==> src/hdl/radix_integer_to_text_top_defines.svh <==
// Assertion macros shared by the radix integer-to-text block.
// Depends on nothing; included by the top level.
`ifndef RADIX_INTEGER_TO_TEXT_TOP_DEFINES_SVH
`define RADIX_INTEGER_TO_TEXT_TOP_DEFINES_SVH

// Same-cycle implication, disabled during reset.
`define RIT_ASSERT_NOW(label, clk, rst, ante, cons) \
   label: assert property (@(posedge clk) disable iff (rst) (ante) |-> (cons)) \
      else $error("rit check failed");

// Next-cycle implication, disabled during reset.
`define RIT_ASSERT_NEXT(label, clk, rst, ante, cons) \
   label: assert property (@(posedge clk) disable iff (rst) (ante) |=> (cons)) \
      else $error("rit check failed");

`endif

==> src/hdl/rit_pkg.sv <==
// Types, constants and the digit-to-ASCII mapping for the radix text block.
// No dependencies.
package rit_pkg;

   localparam int RADIX_W = 6;
   localparam int CHAR_W  = 7;
   localparam int REM_W   = RADIX_W + 1;

   localparam logic [RADIX_W-1:0] RADIX_MIN   = RADIX_W'(2);
   localparam logic [RADIX_W-1:0] RADIX_MAX   = RADIX_W'(36);
   localparam logic [RADIX_W-1:0] RADIX_RESET = RADIX_W'(10);
   localparam int                 DECIMAL_TEN = 10;

   localparam logic [CHAR_W-1:0] CHAR_ZERO  = 7'h30;
   localparam logic [CHAR_W-1:0] CHAR_A     = 7'h61;
   localparam logic [CHAR_W-1:0] CHAR_MINUS = 7'h2D;
   localparam logic [CHAR_W-1:0] CHAR_NUL   = 7'h00;

   typedef enum logic [2:0] {
      ST_IDLE,
      ST_BAD,
      ST_DIV_START,
      ST_DIV_WAIT,
      ST_EMIT_SIGN,
      ST_EMIT_ZERO,
      ST_EMIT_DIGIT
   } state_type;

   function automatic logic [CHAR_W-1:0] digit_to_ascii(input logic [RADIX_W-1:0] digit);
      logic [CHAR_W-1:0] wide;
      wide = {1'b0, digit};
      if (digit < RADIX_W'(DECIMAL_TEN)) begin
         return CHAR_ZERO + wide;
      end
      return CHAR_A + wide - CHAR_W'(DECIMAL_TEN);
   endfunction

endpackage

==> src/hdl/rit_divider.sv <==
// Restoring divider: one quotient bit per cycle while busy.
// Depends on rit_pkg.
module rit_divider #(
   parameter int VALUE_BITS = 16
) (
   input  logic                         clock,
   input  logic                         reset,
   input  logic                         start,
   input  logic [VALUE_BITS-1:0]        dividend,
   input  logic [rit_pkg::RADIX_W-1:0]  divisor,
   output logic                         done,
   output logic [VALUE_BITS-1:0]        quotient,
   output logic [rit_pkg::RADIX_W-1:0]  remainder
);
   import rit_pkg::*;

   localparam int CNT_W = $clog2(VALUE_BITS);
   localparam logic [CNT_W-1:0] LAST_STEP = CNT_W'(VALUE_BITS - 1);

   logic                  busy_ff, busy_in;
   logic                  done_ff, done_in;
   logic [CNT_W-1:0]      count_ff, count_in;
   logic [VALUE_BITS-1:0] quo_ff, quo_in;
   logic [REM_W-1:0]      rem_ff, rem_in;
   logic [REM_W-1:0]      shifted;
   logic                  fits;

   always_comb begin
      shifted  = {rem_ff[RADIX_W-1:0], quo_ff[VALUE_BITS-1]};
      fits     = shifted >= {1'b0, divisor};
      busy_in  = busy_ff;
      done_in  = 1'b0;
      count_in = count_ff;
      quo_in   = quo_ff;
      rem_in   = rem_ff;
      if (start) begin
         busy_in  = 1'b1;
         count_in = LAST_STEP;
         quo_in   = dividend;
         rem_in   = '0;
      end else if (busy_ff) begin
         rem_in   = fits ? shifted - {1'b0, divisor} : shifted;
         quo_in   = {quo_ff[VALUE_BITS-2:0], fits};
         count_in = count_ff - CNT_W'(1);
         if (count_ff == '0) begin
            busy_in = 1'b0;
            done_in = 1'b1;
         end
      end
   end

   always_ff @(posedge clock) begin
      if (reset) begin
         busy_ff <= 1'b0;
         done_ff <= 1'b0;
      end else begin
         busy_ff <= busy_in;
         done_ff <= done_in;
      end
      count_ff <= count_in;
      quo_ff   <= quo_in;
      rem_ff   <= rem_in;
   end

   assign done      = done_ff;
   assign quotient  = quo_ff;
   assign remainder = rem_ff[RADIX_W-1:0];

endmodule

==> src/hdl/radix_integer_to_text_top.sv <==
// Radix integer-to-text converter: sequencer, digit store and output register.
// Depends on rit_pkg, rit_divider and radix_integer_to_text_top_defines.svh.
//
// Usage:
//   req_valid/req_number present one signed integer; it is taken when req_stall
//   is low. rsp_valid/rsp_character/rsp_last_char/rsp_bad_radix return the
//   text one character per beat, most significant first; rsp_last_char marks
//   the final beat of a number. csr_wr_en/csr_wr_data set the radix; write it
//   only while no conversion is in flight.
// Sequencing:
//   each digit costs one restoring divide on the shared divider; the digits
//   are stored, then emitted as characters. A bad radix skips the divides.
//   req_stall stays high from acceptance until the last character is loaded
//   into the output register.
// Reset: synchronous; radix returns to 10, output register empties.
// Stall: the output register holds its beat and the sequencer waits.
`include "radix_integer_to_text_top_defines.svh"

module radix_integer_to_text_top #(
   parameter int VALUE_BITS = 16
) (
   input  logic                         clock,
   input  logic                         reset,
   input  logic                         csr_wr_en,
   input  logic [rit_pkg::RADIX_W-1:0]  csr_wr_data,
   input  logic                         req_valid,
   output logic                         req_stall,
   input  logic signed [VALUE_BITS-1:0] req_number,
   output logic                         rsp_valid,
   input  logic                         rsp_stall,
   output logic [rit_pkg::CHAR_W-1:0]   rsp_character,
   output logic                         rsp_last_char,
   output logic                         rsp_bad_radix
);
   import rit_pkg::*;

   localparam int IDX_W = $clog2(VALUE_BITS);

   state_type             state_ff, state_in;
   logic [RADIX_W-1:0]    radix_ff;
   logic [VALUE_BITS-1:0] mag_ff, mag_in;
   logic                  neg_ff, neg_in;
   logic                  lead_ff, lead_in;
   logic [IDX_W-1:0]      idx_ff, idx_in;
   logic [RADIX_W-1:0]    digit_mem_ff [VALUE_BITS];
   logic [RADIX_W-1:0]    digit_rd_ff;
   logic                  digit_we;

   logic                  rsp_valid_ff, rsp_valid_in;
   logic [CHAR_W-1:0]     rsp_char_ff, rsp_char_in;
   logic                  rsp_last_ff, rsp_last_in;
   logic                  rsp_bad_ff, rsp_bad_in;

   logic                  req_beat;
   logic                  out_free;
   logic                  load;
   logic                  radix_bad;
   logic [VALUE_BITS-1:0] raw;
   logic                  div_start;
   logic                  div_done;
   logic [VALUE_BITS-1:0] div_quo;
   logic [RADIX_W-1:0]    div_rem;

   rit_divider #(
      .VALUE_BITS (VALUE_BITS)
   ) u_divider (
      .clock     (clock),
      .reset     (reset),
      .start     (div_start),
      .dividend  (mag_ff),
      .divisor   (radix_ff),
      .done      (div_done),
      .quotient  (div_quo),
      .remainder (div_rem)
   );

   always_ff @(posedge clock) begin
      if (reset) begin
         radix_ff <= RADIX_RESET;
      end else if (csr_wr_en) begin
         radix_ff <= csr_wr_data;
      end
   end

   assign req_stall = (state_ff != ST_IDLE);
   assign req_beat  = req_valid && !req_stall;
   assign out_free  = !rsp_valid_ff || !rsp_stall;
   assign radix_bad = (radix_ff < RADIX_MIN) || (radix_ff > RADIX_MAX);
   assign raw       = req_number;

   always_comb begin
      state_in    = state_ff;
      mag_in      = mag_ff;
      neg_in      = neg_ff;
      lead_in     = lead_ff;
      idx_in      = idx_ff;
      digit_we    = 1'b0;
      div_start   = 1'b0;
      load        = 1'b0;
      rsp_char_in = rsp_char_ff;
      rsp_last_in = rsp_last_ff;
      rsp_bad_in  = rsp_bad_ff;
      unique case (state_ff)
         ST_IDLE: begin
            if (req_beat) begin
               neg_in  = raw[VALUE_BITS-1];
               mag_in  = raw[VALUE_BITS-1] ? (~raw + VALUE_BITS'(1)) : raw;
               lead_in = raw[VALUE_BITS-1] || (raw < VALUE_BITS'(DECIMAL_TEN));
               idx_in  = '0;
               state_in = radix_bad ? ST_BAD : ST_DIV_START;
            end
         end
         ST_BAD: begin
            if (out_free) begin
               load        = 1'b1;
               rsp_char_in = CHAR_NUL;
               rsp_last_in = 1'b1;
               rsp_bad_in  = 1'b1;
               state_in    = ST_IDLE;
            end
         end
         ST_DIV_START: begin
            div_start = 1'b1;
            state_in  = ST_DIV_WAIT;
         end
         ST_DIV_WAIT: begin
            if (div_done) begin
               digit_we = 1'b1;
               mag_in   = div_quo;
               if (div_quo == '0) begin
                  // idx now points at the most significant digit
                  if (neg_ff) begin
                     state_in = ST_EMIT_SIGN;
                  end else if (lead_ff) begin
                     state_in = ST_EMIT_ZERO;
                  end else begin
                     state_in = ST_EMIT_DIGIT;
                  end
               end else begin
                  idx_in   = idx_ff + IDX_W'(1);
                  state_in = ST_DIV_START;
               end
            end
         end
         ST_EMIT_SIGN: begin
            if (out_free) begin
               load        = 1'b1;
               rsp_char_in = CHAR_MINUS;
               rsp_last_in = 1'b0;
               rsp_bad_in  = 1'b0;
               state_in    = lead_ff ? ST_EMIT_ZERO : ST_EMIT_DIGIT;
            end
         end
         ST_EMIT_ZERO: begin
            if (out_free) begin
               load        = 1'b1;
               rsp_char_in = CHAR_ZERO;
               rsp_last_in = 1'b0;
               rsp_bad_in  = 1'b0;
               state_in    = ST_EMIT_DIGIT;
            end
         end
         ST_EMIT_DIGIT: begin
            if (out_free) begin
               load        = 1'b1;
               rsp_char_in = digit_to_ascii(digit_rd_ff);
               rsp_last_in = (idx_ff == '0);
               rsp_bad_in  = 1'b0;
               if (idx_ff == '0) begin
                  state_in = ST_IDLE;
               end else begin
                  idx_in = idx_ff - IDX_W'(1);
               end
            end
         end
         default: begin
            state_in = ST_IDLE;
         end
      endcase

      if (load) begin
         rsp_valid_in = 1'b1;
      end else if (!rsp_stall) begin
         rsp_valid_in = 1'b0;
      end else begin
         rsp_valid_in = rsp_valid_ff;
      end
   end

   always_ff @(posedge clock) begin
      if (reset) begin
         state_ff     <= ST_IDLE;
         rsp_valid_ff <= 1'b0;
      end else begin
         state_ff     <= state_in;
         rsp_valid_ff <= rsp_valid_in;
      end
      mag_ff      <= mag_in;
      neg_ff      <= neg_in;
      lead_ff     <= lead_in;
      idx_ff      <= idx_in;
      rsp_char_ff <= rsp_char_in;
      rsp_last_ff <= rsp_last_in;
      rsp_bad_ff  <= rsp_bad_in;
   end

   // Read ahead at the next index; forward the digit written at that same index.
   always_ff @(posedge clock) begin
      if (digit_we) begin
         digit_mem_ff[idx_ff] <= div_rem;
      end
      if (digit_we && (idx_in == idx_ff)) begin
         digit_rd_ff <= div_rem;
      end else begin
         digit_rd_ff <= digit_mem_ff[idx_in];
      end
   end

   assign rsp_valid     = rsp_valid_ff;
   assign rsp_character = rsp_char_ff;
   assign rsp_last_char = rsp_last_ff;
   assign rsp_bad_radix = rsp_bad_ff;

   `RIT_ASSERT_NEXT(a_busy_after_accept, clock, reset, req_beat, req_stall)
   `RIT_ASSERT_NOW(a_bad_beat_shape, clock, reset, rsp_valid && rsp_bad_radix,
      rsp_last_char && (rsp_character == CHAR_NUL))
   `RIT_ASSERT_NOW(a_rem_below_radix, clock, reset, div_done, div_rem < radix_ff)
   `RIT_ASSERT_NOW(a_digit_in_range, clock, reset, state_ff == ST_EMIT_DIGIT,
      digit_rd_ff < radix_ff)

endmodule
==> config.mk <==
export PLATFORM = sky130hd
export DESIGN_NAME = radix_integer_to_text_top
export DESIGN_NICKNAME = d
export VERILOG_FILES = /design/src/hdl/rit_pkg.sv /design/src/hdl/rit_divider.sv /design/src/hdl/radix_integer_to_text_top.sv
export VERILOG_INCLUDE_DIRS = /design/src /design/src/hdl
export SDC_FILE = /design/constraint.sdc
export NUM_CORES = 1
export LEC_CHECK = 0
export ABC_CLOCK_PERIOD_IN_PS = 3100
export BUFFER_PORTS_ARGS = -buffer_cell sky130_fd_sc_hd__buf_2
export CORE_UTILIZATION = 40
export DETAILED_ROUTE_END_ITERATION = 12
export PLACE_DENSITY = 0.65
export SYNTH_ARGS = -nofsm -noshare
export SYNTH_HDL_FRONTEND = slang
export SYNTH_SLANG_ARGS = --single-unit
==> constraint.sdc <==
create_clock -name clock -period 3.1 [get_ports clock]
set_input_delay 0.31 -clock clock [delete_from_list [all_inputs] [get_ports clock]]
set_output_delay 0.31 -clock clock [all_outputs]
set_load 0.02 [all_outputs]
==> impl_metrics.yaml, run 1 <==
run_status:
  status: "finished with violations"
  violations: "DRC"
placement:
  place_inst: 799
  place_congestion: 0.799
  place_area_um2: 8010
  io_buffers: 37
  dp_slack_ps: 67.2
  dp_hpwl_um: 10700
finish:
  drive_gt1_share_pct: 21.2
  n_antenna_cell: 0
  final_util_pct: 47.2
  area_growth_pct: 14.4
  fin_cells: 832
  fin_area_um2: 8570
  nets: 635
clock_network:
  tritoncts: "built"
  clockRootBuffer: "clkbuf_16"
  cts_made_buffers: 17
  cts_resized: 0
  htree_levels: 4
  clkTransAtPathRegs_ps: 60
  postCtsHoldBufs: 0
  post_cts_buffers: 0
  cts_buffer_depth: 2
  insertion_delay_ps: 430
  cts.sink_count: 165
floorplanning:
  coreArea_um2: 18100
  ios: 38
  dieWidth_um: 139
  fp.dieH_um: 139
  rows: 49
  start_util_pct: 41.3
  dieArea_um2: 19300
synthesis:
  synth_edf_count: 143
  async_flop_share_pct: 0
  ys_seq_area_share_pct: 63.2
  synth_seq_cells: 165
  yosys.area.top_type: "edfxtp_1"
  yosysMostFrequentCell: "edfxtp_1"
  syn_nets: 584
  synth_cell_types: 59
  synth.area.top_cells: "edfxtp_1 (57%), mux4_2 (6.9%), dfxtp_1 (5.9%)"
  synth_area_um2: 7500
  yosys.area.top_type_share_pct: 57.3
  ys.flop_type: "edfxtp_1"
  synth_area_per_cell_um2: 13.9
  ys_warn_count: 0
  syn_inst: 540
  yosys-top-cells-count: "edfxtp_1 (143), nand2_1 (47), nor2_1 (45)"
global_routing:
  grt_first_pass_wirelength_um: 25300
  grt_max_degree: 31
  grt_pass1_vias: 4663
  grt.overflow.total: 0
  antenna_found_initial: 0
  track_usage_pct: 17.3
routing:
  wl_met3_um: 713
  drt-total-wl_um: 15700
  wl_met1_um: 7150
  routed_via_density: 5.51
  dr.pass1.iters: 9
  wire_per_inst_um: 18.8
  via_count: 4585
  drt_iter0_drc: 406
  drc: 2
  met2WireLength_um: 7560
  detail-route-antenna-nets: 0
  routed.top_layer: "met4"
timing:
  drv_slew: 0
  tightest_slew_ps: 924
  period_share_pct: 93.8
  maxSlewHeadroom_pct: 38.0
  setup_viol: 0
  fin_crit_ps: 2910
  skew_ps: 7.05
  grt_setup_unrepaired: "false"
  fin_setup_tns_ps: 0
  fmax_ghz: 0.344
  final_hold_viol_count: 0
  timing.final.ws_setup_ps: 193
flow_run:
  maxCapViolCount: 0
power:
  power.density_nw_per_um2: 968
  peakVddDrop_v: 0.000457
  p_leak_nw: 3.01
worst_setup_path:
  crit_family: "compound AO/OA/AOI/OAI gates"
  arrival_ps: 3090
  cp_slowest_cell: "mux4_2"
  worst_ep_required_time_ps: 3280
  critPathMaxFanout: 9
  reg2regPathDepth: 12
  criticalPathCategory: "flip-flop to flip-flop"
  startpoint_type: "flip-flop"
  crit_cells: 12
  setup.worst_path.end_class: "flip-flop"
  cpPeakStageDelay_ps: 420
  path_cells: "buf_4 > buf_4 > mux4_2 > o22ai_1 > nor2_1 > inv_1 > ha_1 > inv_1 > o31ai_4 > and3_1 > nor4_1 > o21a_1"
  cp_num_buf_inv: 4
min_path:
  holdPathStages: 3
  min_path_type: "input pin to flip-flop"
==> worst paths after layout <==
check	startpoint	end	slack (ps)
setup reg to reg	idx_ff[0]$_SDFFCE_PN0P_	rsp_character[4]$_DFFE_PP_	190
hold / removal	csr_wr_data[1]	radix_ff[1]$_SDFFE_PP1P_	110
hold reg to reg	u_divider.count_ff[3]$_SDFFE_PP1P_	u_divider.count_ff[3]$_SDFFE_PP1P_	520
setup / recovery	idx_ff[0]$_SDFFCE_PN0P_	rsp_character[4]$_DFFE_PP_	190
==> sequential cells by signal, indices dropped and copies added (netlist names) <==
| signal | count |
|---|---|
| u_divider.busy_ff | 1 |
| rsp_character | 7 |
| u_divider.rem_ff | 6 |
| rsp_bad_radix | 1 |
| lead_ff | 1 |
| u_divider.count_ff | 4 |
| idx_ff | 4 |
| radix_ff | 6 |
| state_ff | 3 |
| rsp_last_char | 1 |
| mag_ff | 16 |
| u_divider.quotient | 16 |
| rsp_valid | 1 |
| u_divider.done | 1 |
| neg_ff | 1 |
| digit_mem_ff | 96 |
==> logic make-up (layout without fill, tap and decap cells) <==
logic type | Yosys count | count (layout) | share of synthesized area [%]
compound gates | 98 | 98 | 8.83
mux | 49 | 49 | 10.9
fa+ha+maj | 17 | 17 | 3.04
simple gates | 140 | 140 | 8.76
xor+xnor | 24 | 24 | 2.80
flops | 165 | 165 | 63.2
buf+inv | 47 | 110 | 2.54
==> metal layers <==
metal,track usage [%],vias to the layer above
li1,-,2157
met4,5.79,0
met1,23.4,2278
met2,27.6,125
met3,4.04,25
met5,0,-
==> worst register-to-register path, cell delays in order, from the launching register on <==
cell	delay, ps
edfxtp_1	390
buf_4	170
buf_4	140
mux4_2	420
o22ai_1	190
nor2_1	120
inv_1	130
ha_1	160
inv_1	60
o31ai_4	420
and3_1	230
nor4_1	50
o21a_1	190
==> layout make-up <==
class	instances	area (um^2)
fill	1578	9570
sequential	165	4730
multi-input combinational	328	2570
clock buffer	20	437
timing repair buffer	54	338
tap	229	287
clock inverter	11	110
inverter	25	93.8
==> where the power goes <==
group,switching [mW],internal (mW)
combinational,1.70,1.25
sequential,0.307,3.06
clock,0.825,1.17
total,2.83,5.47
==> stage by stage <==
stage / power [mW] / hold WS [ps]
2_1_floorplan: 5.45 / 409
3_3_place_gp: 6.22 / 478
3_5_place_dp: 6.33 / 498
4_1_cts: 8.32 / 99.3
5_1_grt: 8.75 / 120
6_report: 8.30 / 111
==> cells in the final DEF, fill, tap and decap left out, types with 17 or more instances in the layout <==
cell,instances
o21ai_0,30
nand2_1,47
dfxtp_1,22
buf_2,37
clkbuf_16,17
edfxtp_1,143
nor2_1,44
mux4_2,23
inv_1,25
a21oi_1,21
Note: power is estimated with default switching activity, not from simulation.
==> run 2, diff against run 1 <==
==> constraint.sdc (replaced) <==
create_clock -name clock -period 3.1 [get_ports clock]
set_input_delay 0.62 -clock clock [delete_from_list [all_inputs] [get_ports clock]]
set_output_delay 0.62 -clock clock [all_outputs]
set_load 0.02 [all_outputs]
==> impl_metrics.yaml, run 2 (synthesis gave the netlist of run 1 again) <==
run_status:
  status: "finished with violations"
  violations: "DRC"
clock_network:
  post_cts_buffers: 0
  cts_made_buffers: 17
  insertion_delay_ps: 430
  clkTransAtPathRegs_ps: 60
  cts_buffer_depth: 2
  cts.sink_count: 165
  postCtsHoldBufs: 0
  tritoncts: "built"
  htree_levels: 4
  clockRootBuffer: "clkbuf_16"
worst_setup_path:
  cp_slowest_cell: "mux4_2"
  arrival_ps: 3100
  path_cells: "buf_12 > mux4_2 > a22o_1 > a221oi_2 > ha_1 > inv_1 > o31ai_4 > and3_1 > nor4_1 > o21a_1"
  worst_ep_required_time_ps: 3280
  critPathMaxFanout: 9
  setup.worst_path.end_class: "flip-flop"
  criticalPathCategory: "flip-flop to flip-flop"
  cpPeakStageDelay_ps: 490
  cp_num_buf_inv: 2
  crit_family: "compound AO/OA/AOI/OAI gates"
  startpoint_type: "flip-flop"
global_routing:
  use_met2_pct: 27.5
  busiest_layer: "met2"
  gr-usage-met3_pct: 4.56
  grt_pass1_vias: 4632
  grt_first_pass_wirelength_um: 25100
  grt_max_degree: 31
  track_usage_pct: 17.1
  use_met1_pct: 23.0
  antenna_found_initial: 0
  grt.overflow.total: 0
placement:
  io_buffers: 37
  dp_slack_ps: 92.5
  dp_hpwl_um: 10600
  place_congestion: 0.809
  place_inst: 798
finish:
  largest_reg_flops: 96
  fin_cells: 828
  seqCellArea_um2: 4730
  area_growth_pct: 13.6
  top_register: "digit_mem_ff"
  n_antenna_cell: 0
  layout_commonest_cell: "edfxtp_1"
  nFillCells: 1582
  nets: 632
  final_cell_mix: "edfxtp_1 (143), nand2_1 (47), nor2_1 (44), buf_2 (37), o21ai_0 (30)"
  drive_gt1_share_pct: 20.5
  multiInputGateArea_um2: 2570
power:
  totalPowerFinal_mw: 8.10
  power.density_nw_per_um2: 951
  p_leak_nw: 2.98
  peakVddDrop_v: 0.000598
floorplanning:
  rows: 49
  dieWidth_um: 139
  start_util_pct: 41.3
  ios: 38
  fp.dieH_um: 139
  coreArea_um2: 18100
  dieArea_um2: 19300
timing:
  grt_setup_unrepaired: "false"
  maxSlewHeadroom_pct: 36.5
  fmax_ghz: 0.342
  timing.final.ws_setup_ps: 180
  hold_ws_ps: 418
  drv_slew: 0
  final_hold_viol_count: 0
  setup_viol: 0
  tightest_slew_ps: 946
  fin_crit_ps: 2920
  fin_setup_tns_ps: 0
  skew_ps: 10.0
  period_share_pct: 94.2
routing:
  routed_via_density: 5.48
  drc: 2
  detail-route-antenna-nets: 0
  via_count: 4537
  drt-total-wl_um: 15500
  wire_per_inst_um: 18.7
  dr.pass1.iters: 8
  drt_iter0_drc: 397
min_path:
  min_path_type: "input pin to flip-flop"
flow_run:
  maxCapViolCount: 0
==> run 2: cell count changes in the layout (fill, tap and decap cells not counted), sizes merged <==
cell | previous run | this run
clkbuf | 20 | 18
clkinvlp | 2 | 1
buf | 54 | 51
clkinv | 6 | 10
bufinv | 2 | 0
==> run 2: area by class of cell <==
class / count / share of cell area [%]
clock buffers: 18 / 5.04
flip-flops and latches: 165 / 55.6
multi-input cells: 328 / 30.2
well taps: 229 / 3.37
clock inverters: 12 / 0.779
inverters: 25 / 1.10
repair buffers: 51 / 3.85
==> run 2: per-layer routing <==
layer,up-vias,routed length [um],share of wire [%]
li1,2149,-,-
met1,2259,7070,46
met3,18,812,5.2
met2,111,7430,48
met5,-,0,0
met4,0,209,1.3
==> run 2: final timing paths <==
path | start | endpoint | slack [ps] | cells past startpoint
hold / removal | csr_wr_data[1] | radix_ff[1]$_SDFFE_PP1P_ | 420 | 3
hold reg to reg | radix_ff[5]$_SDFFE_PP0P_ | radix_ff[5]$_SDFFE_PP0P_ | 500 | 2
setup reg to reg | idx_ff[0]$_SDFFCE_PN0P_ | rsp_character[4]$_DFFE_PP_ | 180 | 10
setup / recovery | idx_ff[0]$_SDFFCE_PN0P_ | rsp_character[4]$_DFFE_PP_ | 180 | 10
==> run 2: timing repair <==
item,in CTS,in global routing
resized for setup,0,0
endpoints found under the hold margin,0,0
setup endpoints to repair,0,3
==> run 2: metrics by stage <==
| step | cell area, um^2 | utilization (%) |
|---|---|---|
| 4_1_cts | 8510 | 46.9 |
| 3_3_place_gp | 8020 | 44.2 |
| 2_1_floorplan | 7500 | - |
| 6_report | 8510 | 46.9 |
| 5_1_grt | 8510 | 46.9 |
| 3_5_place_dp | 8020 | 44.2 |
==> run 2: tightest hold or removal path, cell delays in order <==
cell,delay (ps)
buf_2,70
nand2_1,50
o211ai_1,60
==> run 2: where the power goes <==
group,switching (mW),total (mW),internal [mW]
registers,0.291,3.35,3.06
logic,1.70,2.93,1.23
clock network,0.821,1.82,0.997
total,2.81,8.10,5.29
